File: config.mk
export PLATFORM = sky130hd
export DESIGN_NAME = slsc_scan
export DESIGN_NICKNAME = d
export VERILOG_FILES = /design/src/rtl/core/slsc_pkg.sv /design/src/rtl/core/slsc_scan.sv
export SDC_FILE = /design/constraint.sdc
export NUM_CORES = 1
export LEC_CHECK = 0
export BUFFER_PORTS_ARGS = -buffer_cell sky130_fd_sc_hd__buf_2
export CAP_MARGIN = 20
export CELL_PAD_IN_SITES_DETAIL_PLACEMENT = 1
export CELL_PAD_IN_SITES_GLOBAL_PLACEMENT = 2
export CORE_MARGIN = 10
export CORE_UTILIZATION = 23
export DETAILED_ROUTE_END_ITERATION = 16
export PLACE_DENSITY_LB_ADDON = 0.08
export REMOVE_ABC_BUFFERS = 1
export SLEW_MARGIN = 40
export SYNTH_ARGS = -nofsm -noshare
export SYNTH_HDL_FRONTEND = slang
export SYNTH_SLANG_ARGS = --single-unit
export TNS_END_PERCENT = 30
File: constraint.sdc
create_clock -name vclk -period 2.7
set_clock_uncertainty 0.2 [all_clocks]
set_input_delay 0.405 -clock vclk [all_inputs]
set_output_delay 0.405 -clock vclk [all_outputs]
set_load 0.02 [all_outputs]
File: src/rtl/core/slsc_pkg.sv
// slsc_pkg: types, character codes and status codes for the shell line syntax checker
// no dependencies
package slsc_pkg;

  localparam int CharW   = 8;
  localparam int StatusW = 3;
  localparam int TdataW  = 8;

  localparam logic [CharW-1:0] CH_NUL  = 8'h00;
  localparam logic [CharW-1:0] CH_SQ   = 8'h27;
  localparam logic [CharW-1:0] CH_DQ   = 8'h22;
  localparam logic [CharW-1:0] CH_LT   = 8'h3C;
  localparam logic [CharW-1:0] CH_GT   = 8'h3E;
  localparam logic [CharW-1:0] CH_PIPE = 8'h7C;
  localparam logic [CharW-1:0] CH_AMP  = 8'h26;
  localparam logic [CharW-1:0] CH_TAB  = 8'h09;
  localparam logic [CharW-1:0] CH_CR   = 8'h0D;
  localparam logic [CharW-1:0] CH_SP   = 8'h20;

  localparam logic [StatusW-1:0] ST_OK       = 3'd0;
  localparam logic [StatusW-1:0] ST_QUOTE    = 3'd1;
  localparam logic [StatusW-1:0] ST_LOGICAL  = 3'd2;
  localparam logic [StatusW-1:0] ST_OPERATOR = 3'd3;
  localparam logic [StatusW-1:0] ST_REDIRECT = 3'd4;

  typedef enum logic [1:0] {
    QUOTE_NONE,
    QUOTE_SINGLE,
    QUOTE_DOUBLE
  } quote_t;

  typedef enum logic [1:0] {
    REDIR_IDLE,
    REDIR_FIRST,
    REDIR_SKIP
  } redir_t;

  typedef struct packed {
    quote_t open_quote;
    logic   single_parity;
    logic   double_parity;
    logic   at_line_start;
    logic   prev_amp_unquoted;
    logic   prev_pipe_unquoted;
    logic   logical_error;
    logic   operator_pending;
    logic   operator_error;
    redir_t redirect_phase;
    logic   redirect_is_greater;
    logic   redirect_error;
  } scan_state_t;

  localparam scan_state_t SCAN_RESET = '{
    open_quote:          QUOTE_NONE,
    single_parity:       1'b0,
    double_parity:       1'b0,
    at_line_start:       1'b1,
    prev_amp_unquoted:   1'b0,
    prev_pipe_unquoted:  1'b0,
    logical_error:       1'b0,
    operator_pending:    1'b0,
    operator_error:      1'b0,
    redirect_phase:      REDIR_IDLE,
    redirect_is_greater: 1'b0,
    redirect_error:      1'b0
  };

  function automatic logic is_space(input logic [CharW-1:0] c);
    return (c == CH_SP) || ((c >= CH_TAB) && (c <= CH_CR));
  endfunction

  function automatic logic is_op(input logic [CharW-1:0] c);
    return (c == CH_PIPE) || (c == CH_AMP);
  endfunction

endpackage

File: src/rtl/core/slsc_scan.sv
// slsc_scan: next-state and status logic for one character of the line
// depends on slsc_pkg
module slsc_scan
  import slsc_pkg::*;
(
  input  scan_state_t            cur,
  input  logic [CharW-1:0]       char_code,
  output scan_state_t            nxt,
  output logic                   term,
  output logic [StatusW-1:0]     status
);

  logic   even;
  logic   sp;
  logic   op;
  logic   angle;
  logic   sp_nxt;
  logic   dp_nxt;
  redir_t phase;

  always_comb begin
    term   = (char_code == CH_NUL);
    sp     = is_space(char_code);
    op     = is_op(char_code);
    angle  = (char_code == CH_LT) || (char_code == CH_GT);
    sp_nxt = cur.single_parity ^ (char_code == CH_SQ);
    dp_nxt = cur.double_parity ^ (char_code == CH_DQ);
    even   = !sp_nxt && !dp_nxt;

    if (cur.open_quote != QUOTE_NONE) begin
      status = ST_QUOTE;
    end else if (cur.logical_error) begin
      status = ST_LOGICAL;
    end else if (cur.operator_error || cur.operator_pending) begin
      status = ST_OPERATOR;
    end else if (cur.redirect_error || cur.redirect_phase != REDIR_IDLE) begin
      status = ST_REDIRECT;
    end else begin
      status = ST_OK;
    end

    nxt = cur;
    nxt.single_parity = sp_nxt;
    nxt.double_parity = dp_nxt;

    // open quote tracking
    if (char_code == CH_SQ) begin
      if (cur.open_quote == QUOTE_NONE) nxt.open_quote = QUOTE_SINGLE;
      else if (cur.open_quote == QUOTE_SINGLE) nxt.open_quote = QUOTE_NONE;
    end else if (char_code == CH_DQ) begin
      if (cur.open_quote == QUOTE_NONE) nxt.open_quote = QUOTE_DOUBLE;
      else if (cur.open_quote == QUOTE_DOUBLE) nxt.open_quote = QUOTE_NONE;
    end

    // doubled logical operators
    if ((cur.prev_amp_unquoted && char_code == CH_AMP) ||
        (cur.prev_pipe_unquoted && char_code == CH_PIPE)) begin
      nxt.logical_error = 1'b1;
    end
    nxt.prev_amp_unquoted  = even && (char_code == CH_AMP);
    nxt.prev_pipe_unquoted = even && (char_code == CH_PIPE);

    // misplaced pipe or ampersand
    if (cur.at_line_start && op) nxt.operator_error = 1'b1;
    nxt.at_line_start = 1'b0;
    if (op && even) begin
      if (cur.operator_pending) nxt.operator_error = 1'b1;
      nxt.operator_pending = 1'b1;
    end else if (!sp) begin
      nxt.operator_pending = 1'b0;
    end

    // misplaced redirection
    phase = cur.redirect_phase;
    if (phase == REDIR_FIRST) begin
      phase = REDIR_SKIP;
    end
    unique case (cur.redirect_phase)
      REDIR_FIRST,
      REDIR_SKIP: begin
        if (cur.redirect_phase == REDIR_FIRST &&
            char_code == (cur.redirect_is_greater ? CH_GT : CH_LT)) begin
          nxt.redirect_phase = REDIR_SKIP;
        end else if (sp) begin
          nxt.redirect_phase = phase;
        end else begin
          if (op || angle) nxt.redirect_error = 1'b1;
          nxt.redirect_phase = REDIR_IDLE;
        end
      end
      default: begin
        if (angle && even) begin
          nxt.redirect_phase      = REDIR_FIRST;
          nxt.redirect_is_greater = (char_code == CH_GT);
        end
      end
    endcase

    if (term) nxt = SCAN_RESET;
  end

endmodule

==> qor.yml, run 1 <==
die:
  die_x_um: 73.5
  placementRows: 19
  io_pins: 40
  core_area_um2: 2760
  die-area_um2: 5410
  fp.dieH_um: 73.5
  start_util_pct: 23.9
synthesis:
  synth_largest_area_cell: "ha_1"
  syn_avg_cell_area_um2: 7.25
  synthTopCellsByArea: "ha_1 (13%), nor2_1 (8.0%), o21ai_0 (5.3%), inv_1 (5.1%), mux2_4 (4.6%)"
  yosys.area.top_type_share_pct: 13.3
  netlist_area_um2: 659
  syn-instance-count: 91
  synth_cell_types: 38
  ys_seq_area_share_pct: 0
  yosys_warnings: 0
power:
  p_total_uw: 117
  p_switching_uw: 69.4
  sequentialPowerShare_pct: 0
  p_int_uw: 47.4
  p_sw_share_pct: 59.4
  ir_drop_mv: 0.0515
  p_per_area_nw_per_um2: 132
  pwr-share-clk_pct: 0
  pwr-share-comb_pct: 100.0
  p_leak_uw: 0.000460
route:
  drt_iter0_markers: 22
  ant_nets: 0
  via_count: 797
  wl_um: 2400
  dr.pass1.iters: 4
  vias_per_cell: 5.01
  drc_errors: 0
  wire_per_inst_um: 15.1
finish:
  antenna_cells: 0
  multi_input_area_um2: 606
  seq_cells: 0
  fill_cells: 361
  clock_buffers: 0
  area_delta_synth_final_pct: 34.3
  regArea_um2: 0
  drive_above_1_share_pct: 41.4
  fin_nets: 159
timing:
  relSlewSlack_pct: 78.7
  period_minus_slack_ps: 2650
  rsz0062_at_grt: "yes"
  setup_slack_ps: 54.9
  setup_viol: 0
  finalHoldViolCount: 0
  worstMarginPinSlew_ps: 318
  drv_slew: 0
  fmax_mhz: 378
  finalCritPeriodShare_pct: 98.0
placed_design:
  place_congestion: 0.777
  place_ws_ps: 38.0
  numPortBuffers: 40
  place_hpwl_um: 2100
hold_path:
  whs_path_depth: 3
  min_path_type: "input pin to primary output"
  hold_path_end: "status[2]"
  hp-start: "cur[6]"
setup_path:
  endpoint_kind: "primary output"
  crit_required_ps: 2100
  cp-startpoint: "char_code[6]"
  worst_setup_path_start_kind: "input pin"
  path_max_fanout: 8
  worst_ep_arrival_time_ps: 2040
  path_class: "input pin to primary output"
global_route:
  first_global_vias: 854
  antenna_found_initial: 0
  grt_first_pass_wirelength_um: 3960
  track_usage_pct: 8.42
  grt_max_degree: 14
  grt_overflow: 0
clock_network:
  post_cts_buffers: 0
  hold_buffers: 0
outcome:
  status: "complete, no violations"
run:
  cap_violations: 0
-- per-stage QoR --
stage / util [%] / setup TNS, ps / hold slack, ps / cells / area [µm²]
finish: 32.1 / 0 / 930 / 159 / 886
global route: 32.1 / -47.6 / 952 / 159 / 886
CTS: 32.1 / 0 / 930 / 159 / 886
detailed placement: 32.1 / 0 / 927 / 159 / 886
global placement: 32.1 / 0 / 924 / 159 / 886
floorplan: - / 0 / 663 / 87 / 639
-- how the worst max path moves through the flow --
| stage | end | slack, ps |
|---|---|---|
| floorplan | nxt[4] | 250 |
| global placement | nxt[1] | 80 |
| detailed placement | nxt[1] | 40 |
| CTS | nxt[1] | 30 |
| global route | nxt[1] | -50 |
| finish | nxt[1] | 50 |
-- per-layer routing --
layer  GRT usage [%]  wire [µm]  vias to the layer above
met3            2.42        207                        0
met4               0          0                        0
li1                -          -                      404
met1            11.0       1090                      369
met2            14.1       1100                       24
met5               0          0                        -
-- what timing repair did --
item,4_1_cts,5_1_grt
gates resized for setup,0,0
hold endpoints to repair,0,0
endpoints found under the setup margin,0,5
-- cells in the mapped netlist, drive strengths merged, types with 2 or more instances --
| cell | n |
|---|---|
| a21oi | 4 |
| and3 | 2 |
| buf | 2 |
| clkbuf | 2 |
| ha | 7 |
| inv | 9 |
| mux2 | 3 |
| nand2 | 3 |
| nand4 | 2 |
| nor2 | 14 |
| nor2b | 4 |
| nor3 | 5 |
| nor3b | 5 |
| o21ai | 8 |
| o31a | 2 |
| or2 | 2 |
| xnor2 | 3 |
-- placed cells by master, fill, tap and decap left out, drive strengths merged --
master / instances
nand2: 3
o41ai: 1
nor3b: 5
mux2: 3
inv: 9
a21boi: 1
o311a: 1
nor2: 14
a21oi: 4
a211oi: 1
or4b: 1
o21a: 1
o21ai: 8
nor2b: 4
a32oi: 1
nor4b: 1
buf: 41
ha: 7
and3: 2
nor4: 1
a21o: 1
nand3b: 1
or2: 2
nand4b: 1
nor3: 5
o31a: 2
xnor2: 3
nand4: 2
o31ai: 1
a221oi: 1
-- cell type report --
class	count	area share (%)
well taps	31	4.38
inverters	9	3.81
repair buffers	41	23.4
multi-input cells	78	68.4
-- logic make-up (layout without fill, tap and decap cells) --
| group | count (synthesis) | count (layout) | share of synthesized area [%] |
|---|---|---|---|
| AO/OA/AOI/OAI | 23 | 23 | 26.8 |
| adder cells (fa/ha/maj) | 7 | 7 | 13.3 |
| AND/OR/NAND/NOR | 42 | 42 | 41.6 |
| multiplexers | 3 | 3 | 6.26 |
| buffers and inverters | 13 | 50 | 8.16 |
| XOR/XNOR | 3 | 3 | 3.99 |
-- power by group through the flow --
stage          Combinational, µW  Clock [µW]  Sequential (µW)
5_1_grt                      131           0                0
2_1_floorplan               65.4           0                0
6_report                     117           0                0
3_3_place_gp                 117           0                0
4_1_cts                      119           0                0
3_5_place_dp                 118           0                0
-- worst max-delay path, cell delays in order --
cell,delay (ps)
buf_2,140
nor3_4,240
nand4b_4,210
mux2_4,360
o21ai_2,200
mux2_4,320
buf_2,160
Note: power is estimated with default switching activity, not from simulation.
==> run 2, diff against run 1 <==
--- a/config.mk
+++ b/config.mk
@@ -5,7 +5,7 @@
 export SDC_FILE = /design/constraint.sdc
 export NUM_CORES = 1
 export LEC_CHECK = 0
-export BUFFER_PORTS_ARGS = -buffer_cell sky130_fd_sc_hd__buf_2
+export BUFFER_PORTS_ARGS = -buffer_cell sky130_fd_sc_hd__clkbuf_2
 export CAP_MARGIN = 20
 export CELL_PAD_IN_SITES_DETAIL_PLACEMENT = 1
 export CELL_PAD_IN_SITES_GLOBAL_PLACEMENT = 2
==> run 2 against run 1 <==
Flip-flop and latch count is the same; combinational power is essentially flat; cell area up 1.7%; worst setup slack better by 15 ps; die area unchanged; count of clock-buffer cells in the layout unchanged; cell count is 1.3% higher; first-iteration DRC count up 18%; power rose by 0.99%; worst hold slack improved by 5.5 ps; routed wire length increased by 0.58%; critical path type unchanged; largest cell class unchanged.
==> qor.yml, run 2 (synthesis gave the netlist of run 1 again) <==
timing:
  rsz0062_at_grt: "yes"
  worstMarginPinSlew_ps: 320
  finalCritPeriodShare_pct: 97.4
  fin_tns_setup_ps: 0
  setup_viol: 0
  fmax_mhz: 380
  period_minus_slack_ps: 2630
  setup_slack_ps: 70.4
  finalHoldViolCount: 0
  relSlewSlack_pct: 78.6
  worst_hold_slack_ps: 935
  drv_slew: 0
finish:
  regArea_um2: 0
  drive_above_1_share_pct: 42.3
  antenna_cells: 0
  seq_cells: 0
  stdcell_count: 161
  area_delta_synth_final_pct: 36.6
  mostFrequentLayoutCells: "clkbuf_2 (40), nor2_1 (14), inv_1 (9)"
  fin_nets: 161
  final_common_cell: "clkbuf_2"
  clock_buffers: 0
run:
  cap_violations: 0
route:
  drc_errors: 0
  dr.pass1.iters: 4
  ant_nets: 0
  wire_per_inst_um: 15.0
  drt_iter0_markers: 26
  wl_um: 2420
  vias_per_cell: 4.92
  via_count: 792
placed_design:
  numPortBuffers: 40
  place_congestion: 0.772
  placed_cells: 161
  place_hpwl_um: 2140
  place_ws_ps: 66.2
setup_path:
  path_max_fanout: 8
  worst_ep_arrival_time_ps: 2020
  cp-startpoint: "char_code[7]"
  path_class: "input pin to primary output"
  endpoint_kind: "primary output"
  worst_setup_path_start_kind: "input pin"
  crit_required_ps: 2100
die:
  start_util_pct: 23.9
  io_pins: 40
  die-area_um2: 5410
  placementRows: 19
  die_x_um: 73.5
  core_area_um2: 2760
  fp.dieH_um: 73.5
hold_path:
  hp-start: "cur[6]"
  min_path_type: "input pin to primary output"
clock_network:
  hold_buffers: 0
  post_cts_buffers: 0
  ctsResizeCount: 0
power:
  ir_drop_mv: 0.0509
  p_per_area_nw_per_um2: 131
  p_leak_uw: 0.000463
  p_total_uw: 118
global_route:
  grt_overflow: 0
  grt_first_pass_wirelength_um: 3970
  track_usage_pct: 8.42
  antenna_found_initial: 0
  first_global_vias: 837
  grt_max_degree: 14
outcome:
  status: "complete, no violations"
[run 2: cell count changes in the layout (fill, tap and decap cells not counted)]
cell	before	now
buf_4	1	3
clkbuf_2	0	40
buf_2	40	0
[run 2: power by group]
part           internal, µW  switching, µW  total (µW)
sequential                0              0           0
clock                     0              0           0
combinational          48.7           69.2         118
total                  48.7           69.2         118
[run 2: final cells by class]
class / instances / area [µm²]
Timing Repair Buffer: 43 / 223
Multi-Input combinational cell: 78 / 606
Tap cell: 31 / 38.8
Inverter: 9 / 33.8
Fill cell: 372 / 1860
[run 2: through the flow]
| step | area (µm²) | util, % |
|---|---|---|
| 5_1_grt | 901 | 32.7 |
| 3_5_place_dp | 901 | 32.7 |
| 6_report | 901 | 32.7 |
| 3_3_place_gp | 901 | 32.7 |
| 4_1_cts | 901 | 32.7 |
| 2_1_floorplan | 639 | - |
[run 2: layer usage]
metal / track usage (%) / part of all wire, % / up-vias
met2: 14.1 / 44 / 24
met5: 0 / 0 / -
met4: 0 / 0 / 0
li1: - / - / 407
met1: 10.6 / 46 / 361
met3: 3.10 / 10 / 0
[run 2: critical path: stages]
cell and delay, ps:
clkbuf_2 110, nor3_4 240, nand4b_4 210, mux2_4 360
o21ai_2 220, mux2_4 320, clkbuf_2 150
[run 2: worst paths after layout]
check,end,slack [ps],depth (start not counted)
min,status[2],930,3
max,nxt[1],70,7
